### src/vxdc_pkg.sv
// shared types and constants for the vxlan decapsulation classifier
`timescale 1ns / 1ps
package vxdc_pkg;
  localparam int TABLE_ENTRIES_DEF = 16;
  localparam int MAX_FRAME_BYTES_DEF = 16383;
  localparam int HDR_BYTES = 16;

  typedef enum logic [1:0] {
    ACT_BYTE = 2'd0,
    ACT_WRITE = 2'd1,
    ACT_READ = 2'd2
  } action_t;

  typedef enum logic [5:0] {
    PH_ETH = 6'b000001,
    PH_VLAN = 6'b000010,
    PH_IP = 6'b000100,
    PH_UDP = 6'b001000,
    PH_VXLAN = 6'b010000,
    PH_DONE = 6'b100000
  } phase_t;

  typedef struct packed {
    logic [1:0] action;
    logic [7:0] pkt_byte;
    logic last_byte;
    logic [3:0] entry_index;
    logic [31:0] key_addr;
    logic [15:0] key_port;
    logic [31:0] key_vni;
    logic [31:0] out_ifindex;
    logic entry_valid;
  } in_item_t;

  typedef struct packed {
    logic result_kind;
    logic redirect;
    logic [31:0] redirect_ifindex;
    logic [3:0] hit_index;
    logic [13:0] strip_offset;
    logic [63:0] packet_total;
    logic [63:0] byte_total;
  } out_item_t;

  // parsed frame handed from the parser to the classifier
  typedef struct packed {
    logic ok;
    logic [31:0] addr;
    logic [15:0] port;
    logic [31:0] vni;
    logic [16:0] strip;
    logic [16:0] payload;
  } frame_info_t;
endpackage

### src/vxdc_parser.sv
// byte-serial header parser for ethernet, ipv4, udp and vxlan
`timescale 1ns / 1ps
module vxdc_parser #(
  parameter int MAX_FRAME_BYTES = vxdc_pkg::MAX_FRAME_BYTES_DEF
) (
  input  logic clk,
  input  logic rst,
  input  logic byte_en,
  input  logic [7:0] pkt_byte,
  input  logic last_byte,
  output vxdc_pkg::frame_info_t info
);
  localparam int PW = $clog2(MAX_FRAME_BYTES + 2);

  logic [PW-1:0] pos, pos_next;
  vxdc_pkg::phase_t phase, phase_next;
  logic failed, failed_next;
  logic [15:0] etype, etype_next;
  logic [5:0] ihl, ihl_next;
  logic [7:0] proto, proto_next;
  logic [31:0] daddr, daddr_next;
  logic [15:0] dport, dport_next;
  logic [15:0] ulen, ulen_next;
  logic [PW-1:0] ustart, ustart_next;
  logic [31:0] flags, flags_next;
  logic [31:0] vni, vni_next;
  logic [PW-1:0] seg, seg_next;
  logic [PW-1:0] rel, urel, len;

  always_comb begin
    pos_next = pos; phase_next = phase; failed_next = failed; etype_next = etype;
    ihl_next = ihl; proto_next = proto; daddr_next = daddr; dport_next = dport;
    ulen_next = ulen; ustart_next = ustart; flags_next = flags; vni_next = vni;
    seg_next = seg;
    rel = pos - seg;
    urel = pos - ustart;
    if (!failed && phase != vxdc_pkg::PH_DONE && pos <= PW'(MAX_FRAME_BYTES)) begin
      unique case (phase)
        vxdc_pkg::PH_ETH: begin
          if (pos == PW'(12)) etype_next = {pkt_byte, 8'h00};
          if (pos == PW'(13)) begin
            seg_next = PW'(14);
            if ({etype[15:8], pkt_byte} == 16'h8100 || {etype[15:8], pkt_byte} == 16'h88A8)
              phase_next = vxdc_pkg::PH_VLAN;
            else if ({etype[15:8], pkt_byte} == 16'h0800) phase_next = vxdc_pkg::PH_IP;
            else failed_next = 1'b1;
            etype_next = {etype[15:8], pkt_byte};
          end
        end
        vxdc_pkg::PH_VLAN: begin
          if (rel == PW'(2)) etype_next = {pkt_byte, 8'h00};
          if (rel == PW'(3)) begin
            etype_next = {etype[15:8], pkt_byte};
            seg_next = PW'(18);
            if ({etype[15:8], pkt_byte} == 16'h0800) phase_next = vxdc_pkg::PH_IP;
            else failed_next = 1'b1;
          end
        end
        vxdc_pkg::PH_IP: begin
          if (rel == '0) begin
            ihl_next = {pkt_byte[3:0], 2'b00};
            if (pkt_byte[3:0] < 4'd5) failed_next = 1'b1;
          end else if (rel == PW'(9)) begin
            proto_next = pkt_byte;
          end else if (rel >= PW'(16) && rel <= PW'(19)) begin
            daddr_next = {daddr[23:0], pkt_byte};
            if (rel == PW'(19)) begin
              if (proto != 8'd17) failed_next = 1'b1;
              else begin
                ustart_next = seg + PW'(ihl);
                phase_next = vxdc_pkg::PH_UDP;
              end
            end
          end
        end
        vxdc_pkg::PH_UDP: begin
          if (pos >= ustart) begin
            if (urel == PW'(2) || urel == PW'(3)) dport_next = {dport[7:0], pkt_byte};
            else if (urel == PW'(4) || urel == PW'(5)) ulen_next = {ulen[7:0], pkt_byte};
            else if (urel == PW'(6) || urel == PW'(7)) begin
              if (pkt_byte != 8'd0) failed_next = 1'b1;
              else if (urel == PW'(7) && !failed) begin
                if (ulen < 16'd8) failed_next = 1'b1;
                else phase_next = vxdc_pkg::PH_VXLAN;
              end
            end
          end
        end
        vxdc_pkg::PH_VXLAN: begin
          if (urel >= PW'(8) && urel <= PW'(11)) flags_next = {flags[23:0], pkt_byte};
          else if (urel >= PW'(12) && urel <= PW'(15)) begin
            vni_next = {vni[23:0], pkt_byte};
            if (urel == PW'(15)) phase_next = vxdc_pkg::PH_DONE;
          end
        end
        default: failed_next = 1'b1;
      endcase
    end
    if (pos <= PW'(MAX_FRAME_BYTES)) pos_next = pos + PW'(1);
    len = pos_next;
    info.ok = !failed_next && phase_next == vxdc_pkg::PH_DONE
              && len <= PW'(MAX_FRAME_BYTES)
              && 17'(ulen_next) <= 17'(len - ustart_next)
              && flags_next == 32'd0 && vni_next != 32'd0;
    info.addr = daddr_next;
    info.port = dport_next;
    info.vni = vni_next;
    info.strip = 17'(ustart_next) + 17'(vxdc_pkg::HDR_BYTES);
    info.payload = 17'(len) - 17'(ustart_next) - 17'(vxdc_pkg::HDR_BYTES);
  end

  always_ff @(posedge clk) begin
    if (rst || (byte_en && last_byte)) begin
      pos <= '0; phase <= vxdc_pkg::PH_ETH; failed <= 1'b0; etype <= '0; ihl <= '0;
      proto <= '0; daddr <= '0; dport <= '0; ulen <= '0; ustart <= '0; flags <= '0;
      vni <= '0; seg <= '0;
    end else if (byte_en) begin
      pos <= pos_next; phase <= phase_next; failed <= failed_next; etype <= etype_next;
      ihl <= ihl_next; proto <= proto_next; daddr <= daddr_next; dport <= dport_next;
      ulen <= ulen_next; ustart <= ustart_next; flags <= flags_next; vni <= vni_next;
      seg <= seg_next;
    end
  end
endmodule

### config.mk
export PLATFORM = sky130hd
export DESIGN_NAME = vxdc_parser
export DESIGN_NICKNAME = d
export VERILOG_FILES = /design/src/vxdc_pkg.sv /design/src/vxdc_parser.sv
export SDC_FILE = /design/constraint.sdc
export NUM_CORES = 1
export LEC_CHECK = 0
export BUFFER_PORTS_ARGS = -buffer_cell sky130_fd_sc_hd__buf_2
export CAP_MARGIN = 15
export CELL_PAD_IN_SITES_DETAIL_PLACEMENT = 1
export CELL_PAD_IN_SITES_GLOBAL_PLACEMENT = 2
export CORE_MARGIN = 3
export CORE_UTILIZATION = 33
export CTS_BUF_LIST = sky130_fd_sc_hd__clkbuf_2 sky130_fd_sc_hd__clkbuf_4 sky130_fd_sc_hd__clkbuf_8
export DETAILED_ROUTE_END_ITERATION = 8
export PLACE_DENSITY_LB_ADDON = 0.1
export SYNTH_ARGS = -nofsm -noshare
export SYNTH_HDL_FRONTEND = slang
export SYNTH_SLANG_ARGS = --single-unit
### constraint.sdc
create_clock -name clk -period 7.4 [get_ports clk]
set_clock_uncertainty 0.05 [all_clocks]
set_input_delay 1.11 -clock clk [delete_from_list [all_inputs] [get_ports clk]]
set_output_delay 1.11 -clock clk [all_outputs]
set_load 0.01 [all_outputs]
==> impl_results.html <==
<table>
<tr><th>Metric</th><th>Value</th></tr>
<tr><th colspan="2">GRT</th></tr>
<tr><td>Pin count of the biggest net entering global routing</td><td>roughly 120</td></tr>
<tr><td>Met2 Track Usage GR</td><td>34.2%</td></tr>
<tr><td>Initial antenna violation count</td><td>0</td></tr>
<tr><td>Met1 Usage GRT</td><td>between 30% and 40%</td></tr>
<tr><td>Global-route layer with the greatest usage</td><td>met2</td></tr>
<tr><td>Global Route Usage Sum</td><td>a little over a fifth</td></tr>
<tr><td>First-pass GRT wire length</td><td>roughly 67000 microns</td></tr>
<tr><td>GR Util met3</td><td>approximately 3.2%</td></tr>
<tr><td>Via count of the first global-routing pass</td><td>between 10k and 15k</td></tr>
<tr><td>Global-route congestion overflow total</td><td>0</td></tr>
<tr><th colspan="2">Route</th></tr>
<tr><td>Violation count after the first detailed-route iteration</td><td>roughly 660</td></tr>
<tr><td>Total vias in the final route</td><td>roughly 12k</td></tr>
<tr><td>Number of iterations in the first detailed-routing pass</td><td>5</td></tr>
<tr><td>Routed wire length</td><td>around 43000 microns</td></tr>
<tr><td>Number of design rule violations left after detail routing</td><td>0</td></tr>
<tr><td>Count of antenna-violating nets left after detailed routing</td><td>0</td></tr>
<tr><td>DR WL/cell</td><td>about 19 microns</td></tr>
<tr><td>Ratio of routed vias to standard cells</td><td>approximately 5.3</td></tr>
<tr><th colspan="2">Logic synthesis</th></tr>
<tr><td>Count of flip-flops with a built-in enable after synthesis</td><td>0</td></tr>
<tr><td>Mapped cell area</td><td>roughly 0.012 sq mm</td></tr>
<tr><td>Share of the synthesized area in the top cell type</td><td>between 30% and 40%</td></tr>
<tr><td>Post-synth top flop</td><td>dfxtp_1</td></tr>
<tr><td>Post-Synthesis Cells</td><td>about 1.6k</td></tr>
<tr><td>Number of synthesized register bits</td><td>188</td></tr>
<tr><td>Leading post-synthesis cells by cell area</td><td>dfxtp_1 31%, nand2_1 8.9%, ha_1 5.9%</td></tr>
<tr><td>Adder-cell share of the synthesized area</td><td>6.69%</td></tr>
<tr><td>Simple-gate share of the synthesized area</td><td>27.2%</td></tr>
<tr><td>Xor and xnor fraction of the mapped netlist area</td><td>about 4.8%</td></tr>
<tr><td>Post-synth net total</td><td>~1.7k</td></tr>
<tr><td>Synthesized area divided by synthesized cell count</td><td>roughly 7.7 sq um</td></tr>
<tr><td>YS warnings</td><td>0</td></tr>
<tr><td>Share of the synthesized area in compound gates (AO/OA/AOI/OAI)</td><td>~16%</td></tr>
<tr><td>Proportion of synthesized chip area in sequential cells</td><td>30.8%</td></tr>
<tr><td>Cell type with the highest aggregate area in the netlist</td><td>dfxtp_1</td></tr>
<tr><td>Combinational family with the most area after synthesis</td><td>simple AND/OR/NAND/NOR gates</td></tr>
<tr><td>Fraction of synthesized area in multiplexers</td><td>under 10%</td></tr>
<tr><td>Synth async-reset ratio</td><td>0%</td></tr>
<tr><td>Number of distinct library cell variants in the gate-level netlist after synthesis</td><td>82</td></tr>
<tr><th colspan="2">Clock network</th></tr>
<tr><td>Clock Tree Root</td><td>clkbuf_8</td></tr>
<tr><td>Clock tree from TritonCTS</td><td>done</td></tr>
<tr><td>Buffers from clock root to sink, at most</td><td>2</td></tr>
<tr><td>Clock latency at the later pin of the worst-skew pair</td><td>between 0.5 and 0.6 ns</td></tr>
<tr><td>Hold_buf cts</td><td>0</td></tr>
<tr><td>CTS H-Tree Depth</td><td>4</td></tr>
<tr><td>Num CTS Buffers</td><td>17</td></tr>
<tr><td>Clk sinks</td><td>approximately 190</td></tr>
<tr><td>Clock slew seen by the registers of the worst setup and hold paths</td><td>0.11 ns</td></tr>
<tr><th colspan="2">Worst hold path</th></tr>
<tr><td>Start point of the worst min-delay path</td><td>etype[13]$_SDFFE_PP0P_</td></tr>
<tr><td>Type of the worst min-delay path</td><td>reg -&gt; reg</td></tr>
<tr><th colspan="2">Outcome</th></tr>
<tr><td>Result of the run</td><td>finished, final reports clean</td></tr>
<tr><th colspan="2">Finish</th></tr>
<tr><td>Fraction of layout cells with a size suffix above 1</td><td>a little over a quarter</td></tr>
<tr><td>Synth-to-Final Area Change</td><td>24.0%</td></tr>
<tr><td>Final design instance area without fill</td><td>between 0.015 and 0.02 sq mm</td></tr>
<tr><td>Number of antenna diodes</td><td>0</td></tr>
<tr><td>Net count, final</td><td>1818</td></tr>
<tr><th colspan="2">Pwr</th></tr>
<tr><td>IR drop worst, VDD</td><td>around 0.13 mV</td></tr>
<tr><td>Static leakage</td><td>between 6 and 7 nW</td></tr>
<tr><td>Cell area power density</td><td>160 mW/mm^2</td></tr>
<tr><th colspan="2">STA</th></tr>
<tr><td>Final period util</td><td>99.1%</td></tr>
<tr><td>Post-Route Hold Slack</td><td>~0.41 ns</td></tr>
<tr><td>Final critical-path required period</td><td>around 7.3 ns</td></tr>
<tr><td>Sum of negative setup slack</td><td>0 ns</td></tr>
<tr><td>Pin slew with the least headroom to its limit</td><td>approximately 0.97 ns</td></tr>
<tr><td>Number of pins exceeding their max-slew limit in the final report</td><td>0</td></tr>
<tr><td>RSZ-0062 raised after global routing</td><td>yes</td></tr>
<tr><td>Maximum frequency from static timing analysis</td><td>between 0.1 and 0.15 GHz</td></tr>
<tr><td>Count of final setup violators</td><td>0</td></tr>
<tr><td>Final hold violation count</td><td>0</td></tr>
<tr><td>Max transition margin</td><td>34.8%</td></tr>
<tr><th colspan="2">Setup path</th></tr>
<tr><td>Class of the most critical setup path</td><td>reg -&gt; out</td></tr>
<tr><td>Critical path peak fanout</td><td>2</td></tr>
<tr><td>CP peak stage delay</td><td>0.61 ns</td></tr>
<tr><td>Slowest CP cell</td><td>or4_4</td></tr>
<tr><td>Data arrival time of the critical path</td><td>approximately 6.2 ns</td></tr>
<tr><td>Worst setup path start</td><td>pos[0]$_SDFFE_PP0P_</td></tr>
<tr><td>Required time at the worst-slack endpoint</td><td>6.24 ns</td></tr>
<tr><td>Kind of start point of the critical path</td><td>flip-flop</td></tr>
<tr><td>Nature of the critical path endpoint</td><td>output pin</td></tr>
<tr><td>Startpoint of the worst-slack reg-to-reg timing path</td><td>pos[0]$_SDFFE_PP0P_</td></tr>
<tr><th colspan="2">Placement</th></tr>
<tr><td>Placed wire-length estimate</td><td>30700 microns</td></tr>
<tr><td>Count of buffers from port buffering</td><td>125</td></tr>
<tr><td>Weighted congestion reported at the end of routability-driven placement</td><td>slightly below 0.9</td></tr>
<tr><td>Post-DP Area</td><td>roughly 0.014 sq mm</td></tr>
<tr><th colspan="2">Die</th></tr>
<tr><td>Starting density of the core</td><td>33.9%</td></tr>
<tr><td>Number of placement rows</td><td>69</td></tr>
<tr><td>Die span in x</td><td>198 microns</td></tr>
<tr><td>Die boundary height</td><td>between 150 and 200 microns</td></tr>
<tr><td>I/O pin total</td><td>127</td></tr>
<tr><td>Area of the die</td><td>0.0393 sq mm</td></tr>
<tr><td>Area of the core</td><td>~0.036 sq mm</td></tr>
<tr><th colspan="2">Run</th></tr>
<tr><td>Max-cap check violation count</td><td>0</td></tr>
</table>
critical path, delay by kind of cell (launching register included):
| family | cells | cell delay [ns] |
|---|---|---|
| fa+ha+maj | 3 | 0.67 |
| buf+inv | 3 | 0.27 |
| simple gates | 7 | 1.46 |
| flops | 1 | 0.37 |
| mux | 2 | 0.55 |
| compound gates | 14 | 2.33 |
kinds of logic (layout without fill, tap and decap cells):
family | count (synthesis) | in the layout
adder cells (fa/ha/maj) | 63 | 63
buffers and inverters | 157 | 333
multiplexers | 107 | 107
flip-flops | 188 | 188
AO/OA/AOI/OAI | 298 | 298
other | 1 | 1
AND/OR/NAND/NOR | 703 | 703
XOR/XNOR | 64 | 64
placed cells by master (no fill, tap or decap), types with 13 or more instances in the layout:
cell type and count:
nor3_1 28, nand2b_1 45, nor4_1 23, nand4_1 19
mux2i_1 45, a21oi_2 13, and2_1 17, a211oi_1 13
buf_2 124, xor2_1 21, nor2_1 147, ha_1 39
clkbuf_8 19, a311oi_1 35, nand3_1 39, inv_1 51
mux2_2 58, ha_4 16, xnor2_1 32, nand2_1 282
a21oi_1 117, o21ai_0 27, buf_4 104, dfxtp_1 178
through the flow:
step                utilization, %  setup slack, ns  total power, mW  instances
floorplan                        -            0.116             1.38       1581
finish                        42.0           0.0647             2.41       2218
global route                  42.0           -0.317             2.54       2218
detailed placement            37.8          -0.0881             1.56       2147
global placement              37.8            0.137             1.55       2147
CTS                           40.2           -0.162             2.38       2198
cell usage after synthesis (5+ instances only):
master	count
or4_1	6
nand4_1	19
nand3_1	40
mux2i_1	46
a21oi_1	130
a311oi_1	35
nor3b_1	8
clkbuf_1	78
or2_2	8
or3_1	12
and2_1	18
dfxtp_1	188
a21o_1	11
buf_4	5
and3_1	8
o21ai_0	34
buf_2	6
nor4b_1	6
buf_1	5
nand2_1	288
nor3_1	35
xor2_1	23
xnor2_1	39
nor4_1	25
mux2_2	61
nand2b_1	45
nor2_1	151
inv_1	62
a211oi_1	14
ha_1	58
o21a_1	9
o31ai_1	6
nand3b_1	6
nor2b_1	8
a31oi_1	9
report_power, final:
group	total, mW	leakage [nW]	internal (mW)	switching (mW)
registers	1.04	1.53	1.03	0.0142
clock network	0.776	0.217	0.334	0.443
logic	0.596	4.48	0.251	0.345
total	2.41	6.22	1.61	0.801
timing repair:
item | 4_1_cts | 5_1_grt
pin swaps | 34 | 70
setup buffers | 19 | 19
setup endpoints to repair | 6 | 9
resized for setup | 66 | 101
registers in the layout, indices dropped and copies added (netlist names):
| register | flops |
|---|---|
| failed | 1 |
| dport | 16 |
| daddr | 32 |
| proto | 8 |
| ulen | 16 |
| seg | 3 |
| pos | 15 |
| vni | 32 |
| phase | 6 |
| flags | 32 |
| etype | 8 |
| ihl | 4 |
| ustart | 15 |
layer usage:
layer  part of all wire (%)  routed length [microns]
met5                      0                        0
met4                    1.3                      549
met3                    2.8                     1210
met2                     46                    19700
met1                     50                    21500
final cells by class:
type / instances / area, sq um
clock buffers: 19 / 262
fillers: 4374 / 20900
flip-flops and latches: 188 / 3780
well taps: 461 / 577
clock inverters: 13 / 175
inverters: 62 / 238
repair buffers: 239 / 1560
multi-input cells: 1236 / 8530
final timing paths:
check	end	depth (start not counted)	slack [ns]
setup / recovery	info[114]	29	0.06
hold / removal	etype[13]$_SDFFE_PP0P_	2	0.41
setup reg to reg	flags[3]$_SDFFE_PP0P_	17	3.17
hold reg to reg	etype[13]$_SDFFE_PP0P_	2	0.41
Note: power is estimated with default switching activity, not from simulation.
